$ cat src/design/lvi_pkg.sv
// Shared types, constants and the coefficient table of the vertical 8-tap luma filter.
// No dependencies; imported by every module of the block.
`timescale 1ns / 1ps
`default_nettype none

package lvi_pkg;

  localparam int unsigned LANES_MAX = 8;   // columns carried by one beat
  localparam int unsigned TAPS      = 8;
  localparam int unsigned HELD      = TAPS - 1;
  localparam int unsigned PIX_W     = 8;
  localparam int unsigned COEF_W    = 8;
  localparam int unsigned SUM_W     = 16;  // holds any weighted sum of 8-bit pixels
  localparam int unsigned ROUND     = 32;
  localparam int unsigned SHIFT     = 6;
  localparam int unsigned HELD_W    = $clog2(HELD + 1);
  localparam int unsigned PHASE_W   = 2;
  localparam int unsigned APB_AW    = 2;
  localparam int unsigned APB_DW    = 32;

  localparam logic [APB_AW-1:0] ADDR_PHASE = 2'd0;

  localparam logic signed [COEF_W-1:0] COEF [4][TAPS] = '{
    '{8'sd0,  8'sd0, 8'sd0,   8'sd64, 8'sd0,  8'sd0,   8'sd0, 8'sd0},
    '{-8'sd1, 8'sd4, -8'sd10, 8'sd58, 8'sd17, -8'sd5,  8'sd1, 8'sd0},
    '{-8'sd1, 8'sd4, -8'sd11, 8'sd40, 8'sd40, -8'sd11, 8'sd4, -8'sd1},
    '{8'sd0,  8'sd1, -8'sd5,  8'sd17, 8'sd58, -8'sd10, 8'sd4, -8'sd1}
  };

  typedef struct packed {
    logic             first_row;
    logic [PIX_W-1:0] pixel_0;
    logic [PIX_W-1:0] pixel_1;
    logic [PIX_W-1:0] pixel_2;
    logic [PIX_W-1:0] pixel_3;
    logic [PIX_W-1:0] pixel_4;
    logic [PIX_W-1:0] pixel_5;
    logic [PIX_W-1:0] pixel_6;
    logic [PIX_W-1:0] pixel_7;
  } in_beat_t;

  typedef struct packed {
    logic [PIX_W-1:0] out_0;
    logic [PIX_W-1:0] out_1;
    logic [PIX_W-1:0] out_2;
    logic [PIX_W-1:0] out_3;
    logic [PIX_W-1:0] out_4;
    logic [PIX_W-1:0] out_5;
    logic [PIX_W-1:0] out_6;
    logic [PIX_W-1:0] out_7;
  } out_beat_t;

  typedef logic [PIX_W-1:0] pix_t;

endpackage

`default_nettype wire

$ cat src/design/lvi_lane.sv
// One column of the filter: eight weighted taps, rounding shift and clamp to 0..255.
// Depends on lvi_pkg for the coefficient table and widths.
`timescale 1ns / 1ps
`default_nettype none

module lvi_lane
  import lvi_pkg::*;
(
  input  wire logic [PHASE_W-1:0]        phase_i,
  input  wire logic [HELD-1:0][PIX_W-1:0] held_i,
  input  wire logic [PIX_W-1:0]           pix_i,
  output logic [PIX_W-1:0]                res_o
);

  logic [TAPS-1:0][PIX_W-1:0] tap_pix;
  logic signed [SUM_W-1:0]    prod [TAPS];
  logic signed [SUM_W-1:0]    sum;
  logic signed [SUM_W-1:0]    rnd;
  logic signed [SUM_W-1:0]    quo;

  assign tap_pix = {pix_i, held_i};

  always_comb begin
    for (int k = 0; k < TAPS; k++) begin
      prod[k] = $signed({{(SUM_W-PIX_W){1'b0}}, tap_pix[k]})
              * $signed({{(SUM_W-COEF_W){COEF[phase_i][k][COEF_W-1]}}, COEF[phase_i][k]});
    end
  end

  always_comb begin
    sum = '0;
    for (int k = 0; k < TAPS; k++) begin
      sum = sum + prod[k];
    end
  end

  assign rnd = sum + SUM_W'(ROUND);
  assign quo = rnd >>> SHIFT;

  always_comb begin
    if (rnd[SUM_W-1]) begin
      res_o = '0;
    end else if (|quo[SUM_W-1:PIX_W]) begin
      res_o = '1;
    end else begin
      res_o = quo[PIX_W-1:0];
    end
  end

endmodule

`default_nettype wire

$ cat config.mk
export PLATFORM = sky130hd
export DESIGN_NAME = lvi_lane
export DESIGN_NICKNAME = d
export VERILOG_FILES = /design/src/design/lvi_pkg.sv /design/src/design/lvi_lane.sv
export SDC_FILE = /design/constraint.sdc
export NUM_CORES = 1
export LEC_CHECK = 0
export BUFFER_PORTS_ARGS = -buffer_cell sky130_fd_sc_hd__buf_2
export CAP_MARGIN = 20
export CORE_ASPECT_RATIO = 0.5
export CORE_MARGIN = 4
export CORE_UTILIZATION = 50
export DETAILED_ROUTE_END_ITERATION = 8
export PLACE_DENSITY = 0.76
export SLEW_MARGIN = 15
export SYNTH_ARGS = -nofsm -noshare
export SYNTH_HDL_FRONTEND = slang
export SYNTH_SLANG_ARGS = --single-unit
$ cat constraint.sdc
create_clock -name vclk -period 8.31
set_input_delay 0 -clock vclk [all_inputs]
set_output_delay 0 -clock vclk [all_outputs]
set_load 0.005 [all_outputs]
==> impl_metrics.env <==
export IMPL_grt_max_degree=32
export IMPL_hold_viol=0
export IMPL_critical_path_startpoint="phase_i[1]"
export IMPL_met1_length_um=14100
export IMPL_wl_met3_um=2270
export IMPL_slew_headroom=0.627
export IMPL_portBuffers=74
export IMPL_end_kind="output port"
export IMPL_drive_above_1_share=0.110
export IMPL_cp_data_required_time_ns=8.31
export IMPL_place_area_um2=13900
export IMPL_areaGrowthSynthToFinish_pct=9.04
export IMPL_num_antenna_cells=0
export IMPL_synth_cells=1331
export IMPL_crit_path_top_delay_cell="fa_1"
export IMPL_grt_pass1_wl_um=49700
export IMPL_core_area_um2=25300
export IMPL_postRouteAntennaNets=0
export IMPL_nFillCells=2217
export IMPL_final_period_utilization=0.977
export IMPL_syn_cell_area_um2=12900
export IMPL_start_kind="primary input"
export IMPL_whs_ns=1.32
export IMPL_rows=41
export IMPL_crit_arrival_ns=8.12
export IMPL_start_util=0.511
export IMPL_drt_initial_drc_count=490
export IMPL_stdcell_count=1763
export IMPL_wirelength_um=30900
export IMPL_worstHoldPathCells=10
export IMPL_worstSetupPathType="in2out"
export IMPL_critical_path_max_stage_delay_ns=0.57
export IMPL_min_period_ns=8.12
export IMPL_ys_warn_count=0
export IMPL_highest_layer="met4"
export IMPL_dpl_hpwl_um=28100
export IMPL_worst_path_max_fanout=9
export IMPL_gr_total_overflow=0
export IMPL_avgViaCountPerCell=4.87
export IMPL_nFlopsAndLatches=0
export IMPL_met2_wirelength_um=14300
export IMPL_crit_buf_inv=11
export IMPL_holdBufCountCts=0
export IMPL_crit_cells=31
export IMPL_ys_types=35
export IMPL_finalSetupViolations=0
export IMPL_wl_per_cell_um=17.5
export IMPL_vias=8594
export IMPL_antenna_found_initial=1
export IMPL_die_area_um2=28700
export IMPL_route_detailed_drc=0
export IMPL_maxCapViolCount=0
export IMPL_multiInputGateArea_um2=11300
export IMPL_synth_mux_area_fraction=0.000773
export IMPL_dp_cells=1752
export IMPL_die_w_um=236
export IMPL_yosys_area_share_simple=0.111
export IMPL_ys_seq_area_frac=0
export IMPL_max_freq_ghz=0.123
export IMPL_die_h_um=122
export IMPL_grt_usage=0.221
export IMPL_finalMaxSlewViolations=0
export IMPL_min_to="res_o[1]"
export IMPL_seqCellArea_um2=0
export IMPL_worstMarginPinSlew_ns=0.554
export IMPL_hold_start="held_i[48]"
export IMPL_firstDrtPassIters=4
export IMPL_synth_top_family_by_area="adder cells"
export IMPL_num_nets_final=2031
export IMPL_syn_nets=1941
export IMPL_cp_top_family="adder cells"
export IMPL_clockBufferCount=0
export IMPL_cp_common_cell="fa_1"
export IMPL_grt_pass1_vias=9394
export IMPL_syn_avg_cell_area_um2=9.73
export IMPL_synth_compound_area_frac=0.0162
export IMPL_hold_path_class="in2out"
export IMPL_fin_area_um2=14100
export IMPL_outcome="complete, no violations"
export IMPL_synth_xor_xnor_area_share=0.0216
export IMPL_synthAdderAreaFrac=0.715
export IMPL_gp_congestion=0.965
export IMPL_num_io_pins=74
-- cell usage in the layout (no fill, tap or decap), types with 2 or more instances in the layout --
cell type  netlist  routed
a21oi_1         10       7
ha_1           218     212
o21ai_0          4       4
o21a_1           8       8
ha_4             0       3
buf_2            1      74
nand3_1          3       3
fa_1           326     316
inv_1          445     441
nand2_1         44      41
xor2_1           4       3
xnor2_1         26      26
a21oi_2          0       3
buf_4            0      31
ha_2             0       3
buf_12           0       3
nand4_1          2       2
and2_2           7       8
and2_1         139     138
nand2b_1        15      15
nand2_2          0       2
nor3_1           2       2
nor2b_1         15      14
nor2_1          21      21
or2_2            4       4
buf_6            0       2
inv_2            0       3
fa_2             0      10
-- layer usage --
layer  up-vias  track usage
met5         -            0
met4         0      0.00989
met3        16       0.0441
met2       187        0.357
met1      4410        0.329
li1       3981            -
-- what timing repair did --
action	CTS	global route
resized for setup	2	35
pin swaps	0	19
setup endpoints to repair	6	8
buffers inserted	0	10
cloned	0	1
-- kinds of logic (layout without fill, tap and decap cells) --
| logic type | after synthesis | after routing |
|---|---|---|
| buffers and inverters | 469 | 557 |
| AOI/OAI and AO/OA | 32 | 32 |
| and+or+nand+nor | 254 | 254 |
| muxes | 1 | 1 |
| xor gates and xnor gates | 31 | 31 |
| adders and majority gates | 544 | 544 |
-- worst max-delay path by stage --
stage | end | slack [ns]
2_1_floorplan | res_o[0] | 0.01
3_3_place_gp | res_o[1] | 0.16
3_5_place_dp | res_o[7] | 0.007
4_1_cts | res_o[7] | 0.06
5_1_grt | res_o[7] | -0.07
6_report | res_o[7] | 0.19
-- through the flow --
step / setup TNS (ns) / setup WS, ns / utilization
final: 0 / 0.188 / 0.557
after floorplan: 0 / 0.0104 / -
after global placement: 0 / 0.164 / 0.548
after global routing: -0.262 / -0.0656 / 0.557
after CTS: 0 / 0.0594 / 0.548
after detailed placement: 0 / 0.00740 / 0.548
-- cell usage after synthesis, types with 2 or more instances --
library cell,instances,area [µm²]
nor2b_1,15,93.8
nor3_1,2,10.0
nand2_1,44,165
a21oi_1,10,50.1
ha_1,218,2730
and2_1,139,870
xor2_1,4,35.0
clkbuf_1,22,82.6
o21a_1,8,60.1
and2_2,7,52.6
nor2_1,21,78.8
or2_2,4,25.0
fa_1,326,6530
nand4_1,2,12.5
inv_1,445,1670
xnor2_1,26,228
o21ai_0,4,20.0
nand3_1,3,15.0
nand2b_1,15,93.8
-- area by class of cell --
cell class | instances | share of cell area
Inverter | 445 | 0.119
Tap cell | 344 | 0.0305
Timing Repair Buffer | 112 | 0.0509
Multi-Input combinational cell | 862 | 0.800
Power is not shown: default switching activity piles up to over one toggle a cycle in this logic, so the estimate is an artifact.
