File: config.mk
export PLATFORM = sky130hd
export DESIGN_NAME = lvi_window
export DESIGN_NICKNAME = d
export VERILOG_FILES = /design/src/design/lvi_pkg.sv /design/src/design/lvi_window.sv
export SDC_FILE = /design/constraint.sdc
export NUM_CORES = 1
export LEC_CHECK = 0
export BUFFER_PORTS_ARGS = -buffer_cell sky130_fd_sc_hd__buf_4
export CELL_PAD_IN_SITES_DETAIL_PLACEMENT = 1
export CELL_PAD_IN_SITES_GLOBAL_PLACEMENT = 1
export CORE_AREA = 2 2 203 205
export CTS_CLUSTER_DIAMETER = 40
export CTS_CLUSTER_SIZE = 10
export DETAILED_ROUTE_END_ITERATION = 10
export DIE_AREA = 0 0 205 207
export PLACE_DENSITY_LB_ADDON = 0.25
export SYNTH_ARGS = -nofsm -noshare
export SYNTH_HDL_FRONTEND = slang
export SYNTH_SLANG_ARGS = --single-unit
File: constraint.sdc
create_clock -name clk_i -period 1.95 [get_ports clk_i]
set_clock_uncertainty 0.15 [all_clocks]
set_input_delay 0.39 -clock clk_i [delete_from_list [all_inputs] [get_ports clk_i]]
set_output_delay 0.39 -clock clk_i [all_outputs]
set_load 0.03 [all_outputs]
File: src/design/lvi_pkg.sv
// Shared types, constants and the coefficient table of the vertical 8-tap luma filter.
// No dependencies; imported by every module of the block.
`timescale 1ns / 1ps
`default_nettype none

package lvi_pkg;

  localparam int unsigned LANES_MAX = 8;   // columns carried by one beat
  localparam int unsigned TAPS      = 8;
  localparam int unsigned HELD      = TAPS - 1;
  localparam int unsigned PIX_W     = 8;
  localparam int unsigned COEF_W    = 8;
  localparam int unsigned SUM_W     = 16;  // holds any weighted sum of 8-bit pixels
  localparam int unsigned ROUND     = 32;
  localparam int unsigned SHIFT     = 6;
  localparam int unsigned HELD_W    = $clog2(HELD + 1);
  localparam int unsigned PHASE_W   = 2;
  localparam int unsigned APB_AW    = 2;
  localparam int unsigned APB_DW    = 32;

  localparam logic [APB_AW-1:0] ADDR_PHASE = 2'd0;

  localparam logic signed [COEF_W-1:0] COEF [4][TAPS] = '{
    '{8'sd0,  8'sd0, 8'sd0,   8'sd64, 8'sd0,  8'sd0,   8'sd0, 8'sd0},
    '{-8'sd1, 8'sd4, -8'sd10, 8'sd58, 8'sd17, -8'sd5,  8'sd1, 8'sd0},
    '{-8'sd1, 8'sd4, -8'sd11, 8'sd40, 8'sd40, -8'sd11, 8'sd4, -8'sd1},
    '{8'sd0,  8'sd1, -8'sd5,  8'sd17, 8'sd58, -8'sd10, 8'sd4, -8'sd1}
  };

  typedef struct packed {
    logic             first_row;
    logic [PIX_W-1:0] pixel_0;
    logic [PIX_W-1:0] pixel_1;
    logic [PIX_W-1:0] pixel_2;
    logic [PIX_W-1:0] pixel_3;
    logic [PIX_W-1:0] pixel_4;
    logic [PIX_W-1:0] pixel_5;
    logic [PIX_W-1:0] pixel_6;
    logic [PIX_W-1:0] pixel_7;
  } in_beat_t;

  typedef struct packed {
    logic [PIX_W-1:0] out_0;
    logic [PIX_W-1:0] out_1;
    logic [PIX_W-1:0] out_2;
    logic [PIX_W-1:0] out_3;
    logic [PIX_W-1:0] out_4;
    logic [PIX_W-1:0] out_5;
    logic [PIX_W-1:0] out_6;
    logic [PIX_W-1:0] out_7;
  } out_beat_t;

  typedef logic [PIX_W-1:0] pix_t;

endpackage

`default_nettype wire

File: src/design/lvi_window.sv
// Row window: shift line of the last HELD source rows and the fill counter.
// Depends on lvi_pkg.
`timescale 1ns / 1ps
`default_nettype none

module lvi_window
  import lvi_pkg::*;
#(
  parameter int unsigned LANES = LANES_MAX
) (
  input  wire logic                        clk_i,
  input  wire logic                        rst_ni,
  input  wire logic                        accept_i,
  input  wire logic                        first_row_i,
  input  wire logic [LANES-1:0][PIX_W-1:0] row_i,
  output logic [HELD-1:0][LANES-1:0][PIX_W-1:0] rows_o,
  output logic                             produce_o
);

  logic [HELD-1:0][LANES-1:0][PIX_W-1:0] rows_q;
  logic [HELD_W-1:0]                     held_q, held_d;

  // A flagged row empties the window first, so it never yields a result.
  assign produce_o = !first_row_i && (held_q == HELD_W'(HELD));
  assign rows_o    = rows_q;

  always_comb begin
    held_d = held_q;
    if (first_row_i) begin
      held_d = HELD_W'(1);
    end else if (held_q != HELD_W'(HELD)) begin
      held_d = held_q + HELD_W'(1);
    end
  end

  always_ff @(posedge clk_i or negedge rst_ni) begin
    if (!rst_ni) begin
      held_q <= '0;
      rows_q <= '0;
    end else if (accept_i) begin
      held_q <= held_d;
      // Advance: entry 0 is the oldest row.
      for (int k = 0; k < HELD - 1; k++) begin
        rows_q[k] <= rows_q[k+1];
      end
      rows_q[HELD-1] <= row_i;
    end
  end

endmodule

`default_nettype wire

==> results_dict.tcl, run 1 <==
set metrics [dict create \
    status "finished, violations left" \
    failed_checks "negative setup slack" \
    cp.required_ns 1.41 \
    period_needed_ns 2.16 \
    slowest_delay_ns 0.42 \
    port-buffer-count 516 \
    core-area_sq_um 40400 \
    grt_overflow 0 \
    worst_slew_margin_rel_pct 70.2 \
    synth_top_area_cell "dfrtp_1" \
    clk_pin_slew_worst_paths_ns 0.05 \
    cp-end-kind "primary output" \
    netlist_instances 962 \
    vias 10700 \
    wl_mm 48.0 \
    tightest_slew_ns 0.448 \
    ant_nets 0 \
    holdCritPathClass "input port to flip-flop" \
    fin_area_sq_um 24300 \
    fin_crit_sh_pct 111 \
    htree_num_levels 2 \
    globalplace.congestion 0.802 \
    syn-num-nets 1032 \
    drive_gt1_share_pct 61.3 \
    maxCapViolCount 0 \
    slew_viol_final 0 \
    crit_type "flip-flop to primary output" \
    nNetsFinal 1672 \
    rows 74 \
    cts_buffers 60 \
    ys_seq_area_share_pct 67.5 \
    syn_to_final_growth_pct 45.5 \
    worstPathCellList "ha_4 -> ha_4 -> nor2b_4 -> buf_6" \
    drt_pass1_iterations 4 \
    worstSkewPairLatency_ns 0.61 \
    die_w_microns 205 \
    fp.dieH_microns 207 \
    grt_first_pass_wirelength_mm 73.3 \
    clockBufferDepth 3 \
    yosys-top-cells-area "dfrtp_1 68%, mux2_2 23%, mux2_1 6.7%" \
    synth_area_sq_um 16700 \
    place_area_sq_um 21500 \
    start_util_pct 41.4 \
    setup_violations 1 \
    ys_types 13 \
    power.leakage_nw 11.3 \
    grt_max_degree 82 \
    max_freq_mhz 464 \
    avgSynthCellArea_sq_um 17.4 \
    antenna_found_initial 1 \
    power_density_nw_per_um2 1510 \
    drtIter0Drc 388 \
    ios 517 \
    die-area_sq_um 42400 \
    vdd_drop_max_mv 0.933 \
    cts_tree "yes" \
    ys.warnings.count 0 \
    cp_max_fo 2 \
    cts.sink_count 451 \
    crit_top_cell "ha_4" \
    rsz0062_at_grt "yes" \
    setup_tns_ns -0.206 \
    wire_per_inst_microns 22.1 \
    drc 0 \
    dp_hpwl_mm 32.9 \
    critPathBufInv 1 \
    start_kind "flip-flop" \
    track_usage_pct 22.5 \
    grt_pass1_vias 11800 \
    crit_slowest_cell "dfrtp_1" \
    setup_slack_ns -0.206 \
    critPathTopFamily "flip-flops" \
    viasPerCell 4.92 \
    ys_ff_latch 451 \
    clockRootBuffer "clkbuf_16" \
    critical_path_arrival_ns 1.62 \
    synth_top_cell_area_share_pct 67.5 \
    finalHoldViolCount 0 \
]
[cell usage after synthesis, drive strengths merged]
cell / count
nor2b: 3
nor2: 1
a211oi: 1
and4bb: 1
nor4bb: 2
buf: 50
ha: 2
mux2: 448
a211o: 2
inv: 1
dfrtp: 451
[power by group]
part           total, W  internal (W)  switching, W
logic            0.0120       0.00478       0.00721
clock network    0.0112       0.00720       0.00399
registers        0.0135        0.0117       0.00187
total            0.0367        0.0237        0.0131
[metrics by stage]
stage,total power [W],util (%),std cells,setup slack (ns),hold WS (ns)
floorplan,0.0199,-,962,0.165,-0.0556
detailed placement,0.0255,53.4,2000,0.131,0.192
global route,0.0382,60.3,2173,-0.270,0.0780
CTS,0.0371,60.2,2169,-0.227,0.0382
global placement,0.0252,53.4,2000,0.220,0.189
finish,0.0367,60.3,2173,-0.206,0.0863
[worst paths after layout]
path	end	cells past startpoint	start	slack [ns]
max reg2reg	held_q[1]	6	held_q[0]	0.22
min in group asynchronous	rows_o[413]	2	rst_ni	0.15
max	produce_o	4	held_q[0]	-0.21
min reg2reg	rows_o[49]	1	rows_o[49]	0.35
max in group asynchronous	rows_o[190]	3	rst_ni	0.69
min	held_q[2]	3	first_row_i	0.09
[registers in the layout, indices dropped and copies added (netlist names)]
register	count
held_q	3
rows_o	448
[cell type report]
type / count / area (sq um)
fillers: 3821 / 16000
flip-flops and latches: 451 / 11300
multi-input cells: 460 / 5180
repair buffers: 628 / 5150
clock buffers: 83 / 1740
well taps: 532 / 666
clock inverters: 17 / 304
inverters: 1 / 3.75
diodes: 1 / 2.50
[metal layers]
layer  routed length, microns  global-route usage, %
met1                    17800                   25.9
met2                    24700                   38.6
met3                     3490                   6.58
met4                     1970                   10.5
met5                        0                      0
[worst reg2reg max path, stage by stage, from the launching register on]
cell      delay (ns)
dfrtp_1         0.42
ha_4            0.19
ha_4            0.15
buf_4           0.13
buf_4           0.13
nor4bb_1        0.34
a211o_1         0.16
[placed cells by master, fill, tap and decap left out, drive strengths merged]
cell type | synthesis | final
buf | 50 | 563
dfrtp | 451 | 451
mux2 | 448 | 448
clkbuf | 0 | 83
dlygate4sd3 | 0 | 65
bufinv | 0 | 8
inv | 1 | 5
clkinv | 0 | 5
nor2b | 3 | 3
nor4bb | 2 | 2
a211o | 2 | 2
ha | 2 | 2
diode | 0 | 1
nor2 | 1 | 1
and4bb | 1 | 1
a211oi | 1 | 1
[kinds of logic (layout without fill, tap and decap cells)]
kind of cell	Yosys count	count (layout)	share of synthesized area, %
and+or+nand+nor	7	7	0.329
adders and majority gates	2	2	0.150
muxes	448	448	30.2
other	0	1	0
DFF	451	451	67.5
buffers and inverters	51	729	1.68
AOI/OAI and AO/OA	3	3	0.150
[what timing repair did]
action,4_1_cts,5_1_grt
buffers inserted,4,3
gates resized for setup,6,1
hold buffers,65,0
endpoints found under the setup margin,1,1
endpoints found under the hold margin,439,0
cloned,0,0
pin swaps,1,1
Note: power is estimated with default switching activity, not from simulation.
==> run 2, diff against run 1 <==
--- a/config.mk
+++ b/config.mk
@@ -8,11 +8,11 @@
 export BUFFER_PORTS_ARGS = -buffer_cell sky130_fd_sc_hd__buf_4
 export CELL_PAD_IN_SITES_DETAIL_PLACEMENT = 1
 export CELL_PAD_IN_SITES_GLOBAL_PLACEMENT = 1
-export CORE_AREA = 2 2 203 205
+export CORE_AREA = 2 2 234 178
 export CTS_CLUSTER_DIAMETER = 40
 export CTS_CLUSTER_SIZE = 10
 export DETAILED_ROUTE_END_ITERATION = 10
-export DIE_AREA = 0 0 205 207
+export DIE_AREA = 0 0 236 180
 export PLACE_DENSITY_LB_ADDON = 0.25
 export SYNTH_ARGS = -nofsm -noshare
 export SYNTH_HDL_FRONTEND = slang
==> run 2 against run 1 <==
- the flow still finishes with violations (negative setup slack)
- final cell count decreased by 0.87%
- count of clock-buffer cells in the layout decreased by 16
- non-clock buffer count increased by 6
- utilization decreased by 0.68 points
- via count decreased by 0.13%
- first-iteration DRC count increased by 8.2%
- global-route usage increased by 0.52 points
- critical path depth unchanged
- fmax increased by 2.2%
- largest cell class unchanged
- highest routed layer unchanged
==> results_dict.tcl, run 2 (same netlist as run 1, synthesis figures left out) <==
set metrics [dict create \
    power.leakage_nw 11.1 \
    drive_gt1_share_pct 61.1 \
    fin_area_sq_um 24000 \
    ant_nets 0 \
    setup_slack_ns -0.161 \
    port-buffer-count 516 \
    nNetsFinal 1673 \
    max_freq_mhz 474 \
    cts.sink_count 451 \
    viasPerCell 4.95 \
    clockBufferDepth 3 \
    status "finished, violations left" \
    drc 0 \
    cts_buffers 55 \
    crit_slowest_cell "dfrtp_1" \
    grt_overflow 0 \
    clockRootBuffer "clkbuf_16" \
    vias 10700 \
    rsz0062_at_grt "yes" \
    power_density_nw_per_um2 1460 \
    dp_hpwl_mm 34.1 \
    drt_pass1_iterations 4 \
    worst_slew_margin_rel_pct 73.7 \
    finalHoldViolCount 0 \
    wl_mm 48.6 \
    cts_tree "yes" \
    fin_crit_sh_pct 108 \
    rows 64 \
    final_cell_mix "544 x buf_4, 451 x dfrtp_1, 348 x mux2_2" \
    htree_num_levels 2 \
    setup_violations 1 \
    critical_path_arrival_ns 1.57 \
    maxCapViolCount 0 \
    antenna_found_initial 2 \
    slowest_delay_ns 0.39 \
    setup_tns_ns -0.161 \
    track_usage_pct 23.1 \
    grt_max_degree 69 \
    crit_type "flip-flop to primary output" \
    die-area_sq_um 42500 \
    cp.required_ns 1.41 \
    fin_util_pct 59.6 \
    start_kind "flip-flop" \
    start_util_pct 41.5 \
    tightest_slew_ns 0.395 \
    globalplace.congestion 0.803 \
    largest_register_ffs 448 \
    cp_max_fo 2 \
    wire_per_inst_microns 22.6 \
    holdCritPathClass "input port to flip-flop" \
    syn_to_final_growth_pct 43.6 \
    worstSkewPairLatency_ns 0.57 \
    fp.dieH_microns 180 \
    clk_pin_slew_worst_paths_ns 0.06 \
    cp-end-kind "primary output" \
    core-area_sq_um 40300 \
    final_common_cell "buf_4" \
    place_area_sq_um 21600 \
    grt_first_pass_wirelength_mm 76.0 \
    drtIter0Drc 420 \
    failed_checks "negative setup slack" \
    grt_pass1_vias 12100 \
    hold_ws_ns 0.0654 \
    worstPathCellList "ha_2 -> ha_4 -> nor2b_4 -> buf_6" \
    ios 517 \
    period_needed_ns 2.11 \
    die_w_microns 236 \
    slew_viol_final 0 \
    vdd_drop_max_mv 0.844 \
]
run 2: cell types whose count changed in the layout (fill, tap and decap cells not counted), sizes merged:
cell | before | now
clkbuf | 83 | 67
inv | 5 | 1
clkinv | 5 | 7
diode | 1 | 2
bufinv | 8 | 4
buf | 563 | 569
run 2: routing by layer:
layer,share of wire [%],vias to the layer above,GRT usage [%]
li1,-,4697,-
met1,39,5554,27.3
met2,50,324,39.4
met3,7.5,95,7.66
met4,3.4,0,8.08
met5,0,-,0
run 2: path summary, 6_finish.rpt:
check | startpoint | endpoint | slack [ns] | depth (start not counted)
worst max-delay path | held_q[0] | produce_o | -0.16 | 4
worst min-delay path | accept_i | rows_o[198] | 0.07 | 2
worst max register to register | held_q[0] | held_q[2] | 0.26 | 6
worst min register to register | rows_o[29] | rows_o[29] | 0.36 | 1
max in group asynchronous | rst_ni | rows_o[76] | 0.79 | 3
min in group asynchronous | rst_ni | rows_o[293] | 0.18 | 2
run 2: power breakdown:
part	switching, W	leakage [nW]	internal [W]	total (W)
sequential	0.00188	5.32	0.0117	0.0136
clock	0.00369	0.818	0.00580	0.00950
combinational	0.00727	5.01	0.00479	0.0121
run 2: stage by stage:
step                      worst slack (ns)  cells  power [W]
after CTS                           -0.182   2149     0.0355
final                               -0.161   2154     0.0351
after detailed placement            0.0838   2002     0.0256
after global routing                -0.215   2154     0.0366
after global placement               0.222   2002     0.0253
after floorplan                      0.165    962     0.0199
run 2: critical path, delay by kind of cell, from the launching register on:
| family | cells | cell delay (ns) |
|---|---|---|
| AND/OR/NAND/NOR | 1 | 0.12 |
| buffers and inverters | 1 | 0.13 |
| adder cells (fa/ha/maj) | 2 | 0.37 |
| flip-flops | 1 | 0.39 |
run 2: what timing repair did:
item                                    CTS  global route
hold endpoints to repair                436             0
buffers inserted                          4             3
pin swaps                                 1             1
resized for setup                         6             0
hold buffers                             65             0
endpoints found under the setup margin    1             1
run 2: final cells by class:
class | count | area, sq um
clock buffer | 67 | 1480
tap | 528 | 661
sequential | 451 | 11300
inverter | 1 | 3.75
clock inverter | 11 | 178
antenna | 2 | 5.00
fill | 3735 | 16300
timing repair buffer | 634 | 5220
multi-input combinational | 460 | 5170
